## src/scp_pkg.sv

```systemverilog
`timescale 1ns / 1ps
// Shared types, widths and arithmetic helpers for the spline control point core.
// No dependencies; every other file of the block uses this package.
package scp_pkg;

    localparam int COORD_W = 16;              // Q12.4 coordinate
    localparam int T_W     = 16;              // Q1.15 tension / factor
    localparam int DIFF_W  = COORD_W + 1;     // exact coordinate difference
    localparam int SQ_W    = 2 * DIFF_W;      // sum of two squares
    localparam int ROOT_W  = DIFF_W;          // integer square root
    localparam int SUM_W   = ROOT_W + 1;      // d01 + d12
    localparam int NUM_W   = T_W + ROOT_W + 1; // t*d + s/2
    localparam int PROD_W  = 2 * DIFF_W;      // factor times chord
    localparam int OFF_W   = PROD_W + 1 - 15; // rounded offset
    localparam int WIDE_W  = OFF_W + 1;       // mid +/- offset

    localparam logic [T_W-1:0] TENSION_RESET = 16'd16384;
    localparam logic [PROD_W:0] HALF_Q15     = (PROD_W+1)'(16384);

    typedef struct packed {
        logic signed [DIFF_W-1:0]  cx;
        logic signed [DIFF_W-1:0]  cy;
        logic signed [COORD_W-1:0] mx;
        logic signed [COORD_W-1:0] my;
    } t_side;

    typedef struct packed {
        logic [SQ_W-1:0] v;
        logic [SQ_W-1:0] res;
    } t_sqrt;

    typedef struct packed {
        logic              clip;
        logic [COORD_W-1:0] val;
    } t_sat;

    // one digit of the bit-pair square root
    function automatic t_sqrt sqrt_step(input t_sqrt a, input logic [SQ_W-1:0] bitv);
        t_sqrt           r;
        logic [SQ_W-1:0] trial;
        trial = a.res + bitv;
        if (a.v >= trial) begin
            r.v   = a.v - trial;
            r.res = (a.res >> 1) + bitv;
        end else begin
            r.v   = a.v;
            r.res = a.res >> 1;
        end
        return r;
    endfunction

    // round an offset product to nearest, halves toward plus infinity
    function automatic logic signed [OFF_W-1:0] round_q15(input logic signed [PROD_W-1:0] p);
        logic signed [PROD_W:0] s;
        s = {p[PROD_W-1], p} + $signed(HALF_Q15);
        return s[PROD_W:15];
    endfunction

    function automatic t_sat sat_coord(input logic signed [WIDE_W-1:0] v);
        t_sat r;
        if (v > $signed(WIDE_W'(32767))) begin
            r.clip = 1'b1;
            r.val  = 16'h7FFF;
        end else if (v < -$signed(WIDE_W'(32768))) begin
            r.clip = 1'b1;
            r.val  = 16'h8000;
        end else begin
            r.clip = 1'b0;
            r.val  = v[COORD_W-1:0];
        end
        return r;
    endfunction

endpackage

```

## src/scp_sqrt_cell.sv

```systemverilog
`timescale 1ns / 1ps
// One root digit for both distances; cells are chained, one per result bit.
// Depends on scp_pkg.
module scp_sqrt_cell #(
    parameter int STEP = 0
) (
    input  logic                  i_clk,
    input  logic                  i_en,
    input  scp_pkg::t_sqrt        i_a,
    input  scp_pkg::t_sqrt        i_b,
    output scp_pkg::t_sqrt        o_a,
    output scp_pkg::t_sqrt        o_b
);
    localparam logic [scp_pkg::SQ_W-1:0] BITV =
        scp_pkg::SQ_W'(1) << (2 * (scp_pkg::ROOT_W - 1 - STEP));

    scp_pkg::t_sqrt r_a, r_b;

    always_ff @(posedge i_clk) begin
        if (i_en) begin
            r_a <= scp_pkg::sqrt_step(i_a, BITV);
            r_b <= scp_pkg::sqrt_step(i_b, BITV);
        end
    end

    assign o_a = r_a;
    assign o_b = r_b;
endmodule

```

## config.mk

```make
export PLATFORM = sky130hd
export DESIGN_NAME = scp_sqrt_cell
export DESIGN_NICKNAME = d
export VERILOG_FILES = /design/src/scp_pkg.sv /design/src/scp_sqrt_cell.sv
export SDC_FILE = /design/constraint.sdc
export NUM_CORES = 1
export LEC_CHECK = 0
export ABC_AREA = 1
export ABC_CLOCK_PERIOD_IN_PS = 4150
export BUFFER_PORTS_ARGS = -buffer_cell sky130_fd_sc_hd__buf_2
export CAP_MARGIN = 20
export CORE_MARGIN = 3
export CORE_UTILIZATION = 55
export DETAILED_ROUTE_END_ITERATION = 16
export PLACE_DENSITY = 0.8
export SKIP_CTS_REPAIR_TIMING = 1
export SYNTH_ARGS = -nofsm -noshare
export SYNTH_HDL_FRONTEND = slang
export SYNTH_SLANG_ARGS = --single-unit
```

## constraint.sdc

```tcl
create_clock -name i_clk -period 4.15 [get_ports i_clk]
set_clock_uncertainty 0.2 [all_clocks]
set_input_delay 0.83 -clock i_clk [delete_from_list [all_inputs] [get_ports i_clk]]
set_output_delay 0.83 -clock i_clk [all_outputs]
set_load 0.02 [all_outputs]
```

==> impl_results.md <==
* Post-DRT Antenna Nets at 0
* Design Area, Final at 12360 um^2
* Vias per cell at 5.130
* # fillers at 1584
* Worst Path Class, Setup: in2reg
* Final hold slack at 0.3882 ns
* CTS Buf Count at 17
* Root cell of the clock tree: clkbuf_16
* Most frequent cell after synthesis: nand2_1
* Area Overhead vs Synth at 20.93%
* Layout cell share with drive strength beyond 1 at 0.1984
* CP endpoint kind: register
* FF+latch area at 4084 um^2
* Core area at 18090 um^2
* Die area at 20260 um^2
* Clock slew seen by the registers of the worst setup and hold paths at 0.06 ns
* Slew HR at 0.5420
* Initial DRT Pass Iterations at 5
* Final core occ at 0.6836
* Synth top area cells: edfxtp_1, nand2_1, inv_1, ha_1, nor2_1
* Pint at 0.003133 W
* Syn avg cell area at 7.246 um^2
* Sequential share of power at 0.368
* First-pass GRT wire length at 48.05 mm
* # DRC at 0
* Unique masters post-synth at 32
* FP Rows at 49
* Comb power frac at 0.309
* Mapped Cells at 1411
* Routed wire length at 30.82 mm
* Clk network pwr share at 0.323
* Critical path arrival at 3.27 ns
* Initial antenna violation count at 0
* 1st-iter DRT viols at 838
* Die W at 142.3 um
* Top cell type's share of synthesized area at 0.3995
* Max FO, Critical Path at 37
* Final Setup Violations at 0
* Max Root-Sink Buffers at 2
* Grt total ovfl at 0
* I/O Pins at 274
* Worst Setup Slack, final at 0.9655 ns
* Gpl congestion at 0.9659
* Tmin final at 3.184 ns
* Drt wl/cell at 15.95 um
* Largest net degree at the start of global routing at 58
* Post-Syn Nets at 1619
* Maxcap violations at 0
* Pre-CTS setup slack at 0.5771 ns
* Run status: completed
* Via count at 9917
* Sw frac at 0.3484
* Leakage Power at 6.771 nW
* HP Class: in2reg
* Sequential fraction of the synthesis area at 0.3995
* Initial Util at 0.5653
* Top FF cell, synth: edfxtp_1
* Vias in the first global route at 9367
* YS warnings at 0
* Multi-input gate area at 5046 um^2
* Final HPWL DP at 24.82 mm
* Placement Cell Area at 11780 um^2
* PwrDens at 389.0 nW/um^2
* H-Tree Level Count at 4
* Final hold vios at 0
* Post-synth EDFFs at 136
* Max Slew Vio Count at 0
* CTS tree: done
* Final #Nets at 1901
* Sw power at 0.001676 W
* Crit path launch type: input pin
* Synthesized area at 10220 um^2
* #FFs+latches synth at 136
* Overall Global Routing Usage at 0.3003
* Slew @ Worst Pin at 0.6798 ns
* Peak VDD IR at 0.0002908 V
* Die height at 142.3 um
* List of most frequent post-synthesis cells: nand2_1, inv_1, edfxtp_1
* Fin crit share at 0.7673
* Clock net sink count at 136
* Yosys top cell by area: edfxtp_1
* Ant. Diodes at 0
* IO Port Bufs at 273
* Peak Freq at 314.0 MHz
* Worst EP required at 4.24 ns
* Fraction of registers with async set/reset at 0
* Setup TNS at 0 ns
* RSZ-0062 raised after global routing: false
-- cell families (layout without fill, tap and decap cells) --
group                    count (synthesis)  in the layout  share of synthesized area
adder cells (fa/ha/maj)                 70             70                    0.08714
flip-flops                             136            136                     0.3995
XOR/XNOR                                36             36                    0.03084
AND/OR/NAND/NOR                        802            802                     0.3235
buffers and inverters                  267            560                     0.1070
AO/OA/AOI/OAI                          100            100                    0.05214
-- critical path: stages --
cell and delay [ns]:
buf_2 0.10, inv_1 0.07, ha_1 0.26, inv_1 0.12, fa_1 0.44, nand3_1 0.12, nand3_1 0.22, nand2_1 0.19
nand3_2 0.10, nand2_2 0.12, nand2_8 0.19, inv_6 0.31, nand2_1 0.09, nand2_1 0.08
-- metrics by stage --
| step | cells | total power [W] |
|---|---|---|
| 2_1_floorplan | 1411 | 0.002791 |
| 6_report | 1933 | 0.004809 |
| 3_3_place_gp | 1903 | 0.003241 |
| 4_1_cts | 1933 | 0.004816 |
| 3_5_place_dp | 1903 | 0.003264 |
| 5_1_grt | 1933 | 0.005048 |
-- final cells by class --
cell class                      count  area share
Inverter                          255     0.07803
Multi-Input combinational cell   1008      0.4082
Timing Repair Buffer              275      0.1132
Clock inverter                     13     0.01265
Clock buffer                       17     0.03441
Tap cell                          229     0.02318
Sequential cell                   136      0.3303
-- sequential cells by signal, summed over array words and instances, names as in the netlist --
name / flops
o_b: 68
o_a: 68
-- layer usage --
metal / vias to the layer above / routed length [um] / GRT usage
li1: 5008 / - / -
met1: 4432 / 14120 / 0.4344
met2: 448 / 13680 / 0.4701
met3: 29 / 2696 / 0.06250
met4: 0 / 324 / 0.06503
met5: - / 0 / 0
-- power groups by stage --
stage          Sequential [W]  Clock (W)  Combinational, W
2_1_floorplan         0.00201          0          0.000779
3_3_place_gp          0.00180          0           0.00144
3_5_place_dp          0.00180          0           0.00147
4_1_cts               0.00177    0.00157           0.00147
5_1_grt               0.00179    0.00163           0.00164
6_report              0.00177    0.00155           0.00148
-- cells in the final DEF (no fill, tap or decap), types with 3 or more instances in the layout --
cell type / n
nand2_1: 558
buf_2: 272
inv_1: 253
edfxtp_1: 136
nor2_1: 106
nand3_1: 68
ha_1: 68
a21oi_1: 58
o21ai_0: 28
xor2_1: 28
nand2_2: 17
clkbuf_16: 17
nand3b_1: 16
nand4_1: 12
nor2_2: 9
nor3_1: 8
xnor2_1: 8
nor4_1: 4
clkinv_2: 4
a21o_1: 3
o21a_1: 3
bufinv_16: 3
clkinv_4: 3
-- path summary, 6_finish.rpt --
path / startpoint / to / cells past startpoint
worst min-delay path: i_a[27] / o_a[26] / 1
worst max-delay path: i_b[34] / o_b[40] / 14
No activity file was read; power rests on OpenSTA's default activity.
