==> src/scp_pkg.sv <==
`timescale 1ns / 1ps
// Shared types, widths and arithmetic helpers for the spline control point core.
// No dependencies; every other file of the block uses this package.
package scp_pkg;

    localparam int COORD_W = 16;              // Q12.4 coordinate
    localparam int T_W     = 16;              // Q1.15 tension / factor
    localparam int DIFF_W  = COORD_W + 1;     // exact coordinate difference
    localparam int SQ_W    = 2 * DIFF_W;      // sum of two squares
    localparam int ROOT_W  = DIFF_W;          // integer square root
    localparam int SUM_W   = ROOT_W + 1;      // d01 + d12
    localparam int NUM_W   = T_W + ROOT_W + 1; // t*d + s/2
    localparam int PROD_W  = 2 * DIFF_W;      // factor times chord
    localparam int OFF_W   = PROD_W + 1 - 15; // rounded offset
    localparam int WIDE_W  = OFF_W + 1;       // mid +/- offset

    localparam logic [T_W-1:0] TENSION_RESET = 16'd16384;
    localparam logic [PROD_W:0] HALF_Q15     = (PROD_W+1)'(16384);

    typedef struct packed {
        logic signed [DIFF_W-1:0]  cx;
        logic signed [DIFF_W-1:0]  cy;
        logic signed [COORD_W-1:0] mx;
        logic signed [COORD_W-1:0] my;
    } t_side;

    typedef struct packed {
        logic [SQ_W-1:0] v;
        logic [SQ_W-1:0] res;
    } t_sqrt;

    typedef struct packed {
        logic              clip;
        logic [COORD_W-1:0] val;
    } t_sat;

    // one digit of the bit-pair square root
    function automatic t_sqrt sqrt_step(input t_sqrt a, input logic [SQ_W-1:0] bitv);
        t_sqrt           r;
        logic [SQ_W-1:0] trial;
        trial = a.res + bitv;
        if (a.v >= trial) begin
            r.v   = a.v - trial;
            r.res = (a.res >> 1) + bitv;
        end else begin
            r.v   = a.v;
            r.res = a.res >> 1;
        end
        return r;
    endfunction

    // round an offset product to nearest, halves toward plus infinity
    function automatic logic signed [OFF_W-1:0] round_q15(input logic signed [PROD_W-1:0] p);
        logic signed [PROD_W:0] s;
        s = {p[PROD_W-1], p} + $signed(HALF_Q15);
        return s[PROD_W:15];
    endfunction

    function automatic t_sat sat_coord(input logic signed [WIDE_W-1:0] v);
        t_sat r;
        if (v > $signed(WIDE_W'(32767))) begin
            r.clip = 1'b1;
            r.val  = 16'h7FFF;
        end else if (v < -$signed(WIDE_W'(32768))) begin
            r.clip = 1'b1;
            r.val  = 16'h8000;
        end else begin
            r.clip = 1'b0;
            r.val  = v[COORD_W-1:0];
        end
        return r;
    endfunction

endpackage

==> src/scp_div_cell.sv <==
`timescale 1ns / 1ps
// One quotient bit of both tension splits; restoring division, one cell per bit.
// Depends on scp_pkg.
module scp_div_cell #(
    parameter int STEP = 0
) (
    input  logic                        i_clk,
    input  logic                        i_en,
    input  logic [scp_pkg::SUM_W-1:0]   i_den,
    input  logic [scp_pkg::NUM_W-1:0]   i_rem_a,
    input  logic [scp_pkg::NUM_W-1:0]   i_rem_b,
    input  logic [scp_pkg::T_W-1:0]     i_q_a,
    input  logic [scp_pkg::T_W-1:0]     i_q_b,
    output logic [scp_pkg::SUM_W-1:0]   o_den,
    output logic [scp_pkg::NUM_W-1:0]   o_rem_a,
    output logic [scp_pkg::NUM_W-1:0]   o_rem_b,
    output logic [scp_pkg::T_W-1:0]     o_q_a,
    output logic [scp_pkg::T_W-1:0]     o_q_b
);
    localparam int SH = scp_pkg::T_W - 1 - STEP;

    logic [scp_pkg::NUM_W-1:0] w_dsh;
    logic                      w_ge_a, w_ge_b;
    logic [scp_pkg::SUM_W-1:0] r_den;
    logic [scp_pkg::NUM_W-1:0] r_rem_a, r_rem_b;
    logic [scp_pkg::T_W-1:0]   r_q_a, r_q_b;

    assign w_dsh  = scp_pkg::NUM_W'(i_den) << SH;
    assign w_ge_a = i_rem_a >= w_dsh;
    assign w_ge_b = i_rem_b >= w_dsh;

    always_ff @(posedge i_clk) begin
        if (i_en) begin
            r_den   <= i_den;
            r_rem_a <= w_ge_a ? i_rem_a - w_dsh : i_rem_a;
            r_rem_b <= w_ge_b ? i_rem_b - w_dsh : i_rem_b;
            r_q_a   <= {i_q_a[scp_pkg::T_W-2:0], w_ge_a};
            r_q_b   <= {i_q_b[scp_pkg::T_W-2:0], w_ge_b};
        end
    end

    assign o_den   = r_den;
    assign o_rem_a = r_rem_a;
    assign o_rem_b = r_rem_b;
    assign o_q_a   = r_q_a;
    assign o_q_b   = r_q_b;
endmodule

==> config.mk <==
export PLATFORM = sky130hd
export DESIGN_NAME = scp_div_cell
export DESIGN_NICKNAME = d
export VERILOG_FILES = /design/src/scp_pkg.sv /design/src/scp_div_cell.sv
export SDC_FILE = /design/constraint.sdc
export NUM_CORES = 1
export LEC_CHECK = 0
export BUFFER_PORTS_ARGS = -buffer_cell sky130_fd_sc_hd__buf_4
export CAP_MARGIN = 20
export CELL_PAD_IN_SITES_DETAIL_PLACEMENT = 1
export CELL_PAD_IN_SITES_GLOBAL_PLACEMENT = 1
export CORE_MARGIN = 3
export CORE_UTILIZATION = 34
export CTS_CLUSTER_DIAMETER = 60
export DETAILED_ROUTE_END_ITERATION = 7
export HOLD_SLACK_MARGIN = 0.02
export PLACE_DENSITY = 0.87
export SYNTH_ARGS = -nofsm -noshare
export SYNTH_HDL_FRONTEND = slang
export SYNTH_SLANG_ARGS = --single-unit
==> constraint.sdc <==
create_clock -name i_clk -period 3.2 [get_ports i_clk]
set_clock_uncertainty 0.05 [all_clocks]
set_input_delay 0.96 -clock i_clk [delete_from_list [all_inputs] [get_ports i_clk]]
set_output_delay 0.96 -clock i_clk [all_outputs]
set_load 0.05 [all_outputs]
==> out/results.ini <==
[setup_path]
worstPathArrival_ns = 3.25
cpMostUsedCell = buf_4
endpoint = o_rem_a[20]
path_class = in2reg
cp_num_buf_inv = 5
crit_path_start_kind = input port
end_kind = flop
critPathLaunch = i_den[1]
crit_cells = 13
critPathSlowestCell = ha_1
critPathTopFamily = compound AO/OA/AOI/OAI gates
worstPathCellList = buf_4 -> clkinvlp_4 -> ha_1 -> nor2b_1 -> o31a_1 -> o31a_1 -> buf_4 -> o21ai_2 -> nand2b_1 -> buf_4 -> buf_4 -> nor2_1 -> a21oi_1
crit_required_ns = 3.32
cpPeakStageDelay_ns = 0.36
timing.critical_path.fanout_max = 10

[sta]
finalCritPeriodShare_pct = 97.80
grt_setup_unrepaired = true
hold_viol_final = 0
hold_ws_ns = 0.6576
min_period_ns = 3.130
fmax_mhz = 319.5
drv_slew = 0
slew_headroom_pct = 57.32
tightest_slew_ns = 0.6403
finalWorstSetupSlack_ns = 0.07037
finalSetupViolCount = 0
tns_ns = 0

[yosys]
synth_edf_count = 118
synth_seq_area_share_pct = 60.06
synth_cells = 467
yosysTopAreaCellShare_pct = 60.06
ys_ff_latch = 118
yosysUniqueCellTypes = 46
synth-async-reset-ratio_pct = 0
synth_warnings = 0
synth_ff_type = edfxtp_1
syn_area_per_cell_sq_um = 12.63
synth.cell_area_sq_um = 5899
yosysMostFrequentCell = edfxtp_1
synth_area_leaders = edfxtp_1, ha_1, a21oi_1, xnor2_1, mux2_2
syn_nets = 625
yosysTopAreaCell = edfxtp_1
netlist_top_cells_count = edfxtp_1, a21oi_1, nor2_1, ha_1, inv_1

[global_route]
grt_pass1_vias = 5717
grt_max_degree = 71
grt_overflow = 0
grt_first_pass_wirelength_microns = 30560
grt_usage_pct = 21.46
grt_antenna_before_repair = 0

[power]
max-vdd-ir-drop_mv = 0.3938
p_per_area_nw_per_um2 = 609.7
seq_power_share_pct = 34.4
pwr-share-clk_pct = 36.0
total_power_w = 0.005671
cellLeakagePower_nw = 4.109
internal_power_w = 0.003783
swShare_pct = 33.28
power_switching_w = 0.001887
comb_power_share_pct = 29.6

[place]
dp_hpwl_microns = 16130
place_congestion = 0.8386
dp_slack_ns = -0.4806
portBuffers = 235

[finish]
syn_to_final_growth_pct = 57.65
antennaDiodeCount = 0
regArea_sq_um = 3543
fin_nets = 965
multiInputGateArea_sq_um = 2252
fillers = 1811
layout-drive-gt1-share_pct = 47.93
final_util_pct = 55.49

[clocking]
postCtsHoldBufs = 0
cts_buffer_depth = 2
tritoncts = yes
numCtsBuffers = 17
cts.clk_slew.worst_paths_ns = 0.06
cts_max_level = 4
root_buffer = clkbuf_16
cts.sinks = 118

[worst_hold_path]
hold_class = in2reg

[detailed_routing]
wl_per_cell_microns = 19.98
vias = 5169
drt-initial-drc-count = 211
ant_nets = 0
vias_per_cell = 4.970
drc_errors = 0
drt_wl_total_microns = 20780
dr.pass1.iters = 4

[floorplanning]
coreArea_sq_um = 16760
die_w_microns = 137.7
start_util_pct = 35.20
fp.dieArea_sq_um = 18970
io_pins = 238
rows = 47
die_y_microns = 137.7

[run]
maxCapViolations = 0

[run_status]
status = completed

layer usage:
metal / GRT usage, % / up-vias / share of wire, % / wire, microns
li1: - / 2446 / - / -
met1: 23.59 / 2507 / 38 / 7820
met2: 39.94 / 182 / 54 / 11130
met3: 6.063 / 34 / 6.6 / 1372
met4: 6.422 / 0 / 2.2 / 454
met5: 0 / - / 0 / 0
area by class of cell:
class	count	share of cell area [%]
Tap cell	220	2.960
Timing Repair Buffer	331	26.85
Clock inverter	14	2.045
Multi-Input combinational cell	310	24.22
Clock buffer	18	4.615
Inverter	29	1.211
Sequential cell	118	38.10
power groups by stage:
stage          Sequential [W]  Clock (W)  Combinational, W
6_report              0.00195    0.00204           0.00168
5_1_grt               0.00197    0.00215           0.00178
4_1_cts               0.00196    0.00207           0.00168
3_5_place_dp          0.00198          0           0.00166
3_3_place_gp          0.00198          0           0.00161
2_1_floorplan         0.00254          0          0.000415
state kept, by name (all words and copies together), names as in the netlist:
signal and flops:
o_rem_b 34, o_rem_a 34, o_q_a 16, o_den 18, o_q_b 16
kinds of logic after synthesis:
logic type | after synthesis | share of synthesized area [%]
muxes | 14 | 2.736
DFF | 118 | 60.06
xor gates and xnor gates | 28 | 4.157
adders and majority gates | 38 | 8.314
and+or+nand+nor | 109 | 9.162
buffers and inverters | 39 | 2.927
AOI/OAI and AO/OA | 121 | 12.64
per-stage QoR:
stage | cells | cell area, sq um
floorplan | 467 | 5924
global placement | 1008 | 8647
detailed placement | 1008 | 8647
CTS | 1040 | 9270
global route | 1040 | 9300
finish | 1040 | 9300
cells in the final DEF, fill, tap and decap left out, drive strengths merged, types with 3 or more instances in the layout:
master,Yosys,routed
a21o,12,12
a211oi,4,4
a31o,4,4
o21a,8,8
nand4,7,7
nand2,25,25
nand3,6,6
xor2,10,10
nor2b,5,5
inv,29,35
clkbuf,4,18
xnor2,18,18
mux2,14,14
edfxtp,118,118
nor4,8,8
and4,5,5
bufinv,0,3
o211ai,5,5
or3,4,4
a21oi,48,48
nand2b,5,5
buf,6,331
clkinv,0,3
nor3,3,3
a31oi,3,3
nor2,37,37
o31a,3,3
ha,36,36
o21ai,24,24
what timing repair did:
| action | 4_1_cts | 5_1_grt |
|---|---|---|
| pin swaps | 0 | 2 |
| cloned | 0 | 0 |
| gates resized for setup | 3 | 7 |
| buffers inserted | 0 | 0 |
| setup endpoints to repair | 8 | 21 |
how the worst min path moves through the flow:
stage                          from   endpoint  slack [ns]  depth (start not counted)
after floorplan            i_den[0]   o_den[0]        1.01                          0
after global placement     i_q_a[4]   o_q_a[5]        1.09                          1
after detailed placement   i_q_a[0]   o_q_a[1]        1.09                          1
after CTS                 i_q_a[12]  o_q_a[13]        0.64                          1
after global routing       i_q_a[0]   o_q_a[1]        0.64                          1
final                     i_q_a[12]  o_q_a[13]        0.66                          1
Note: power is estimated with default switching activity, not from simulation.
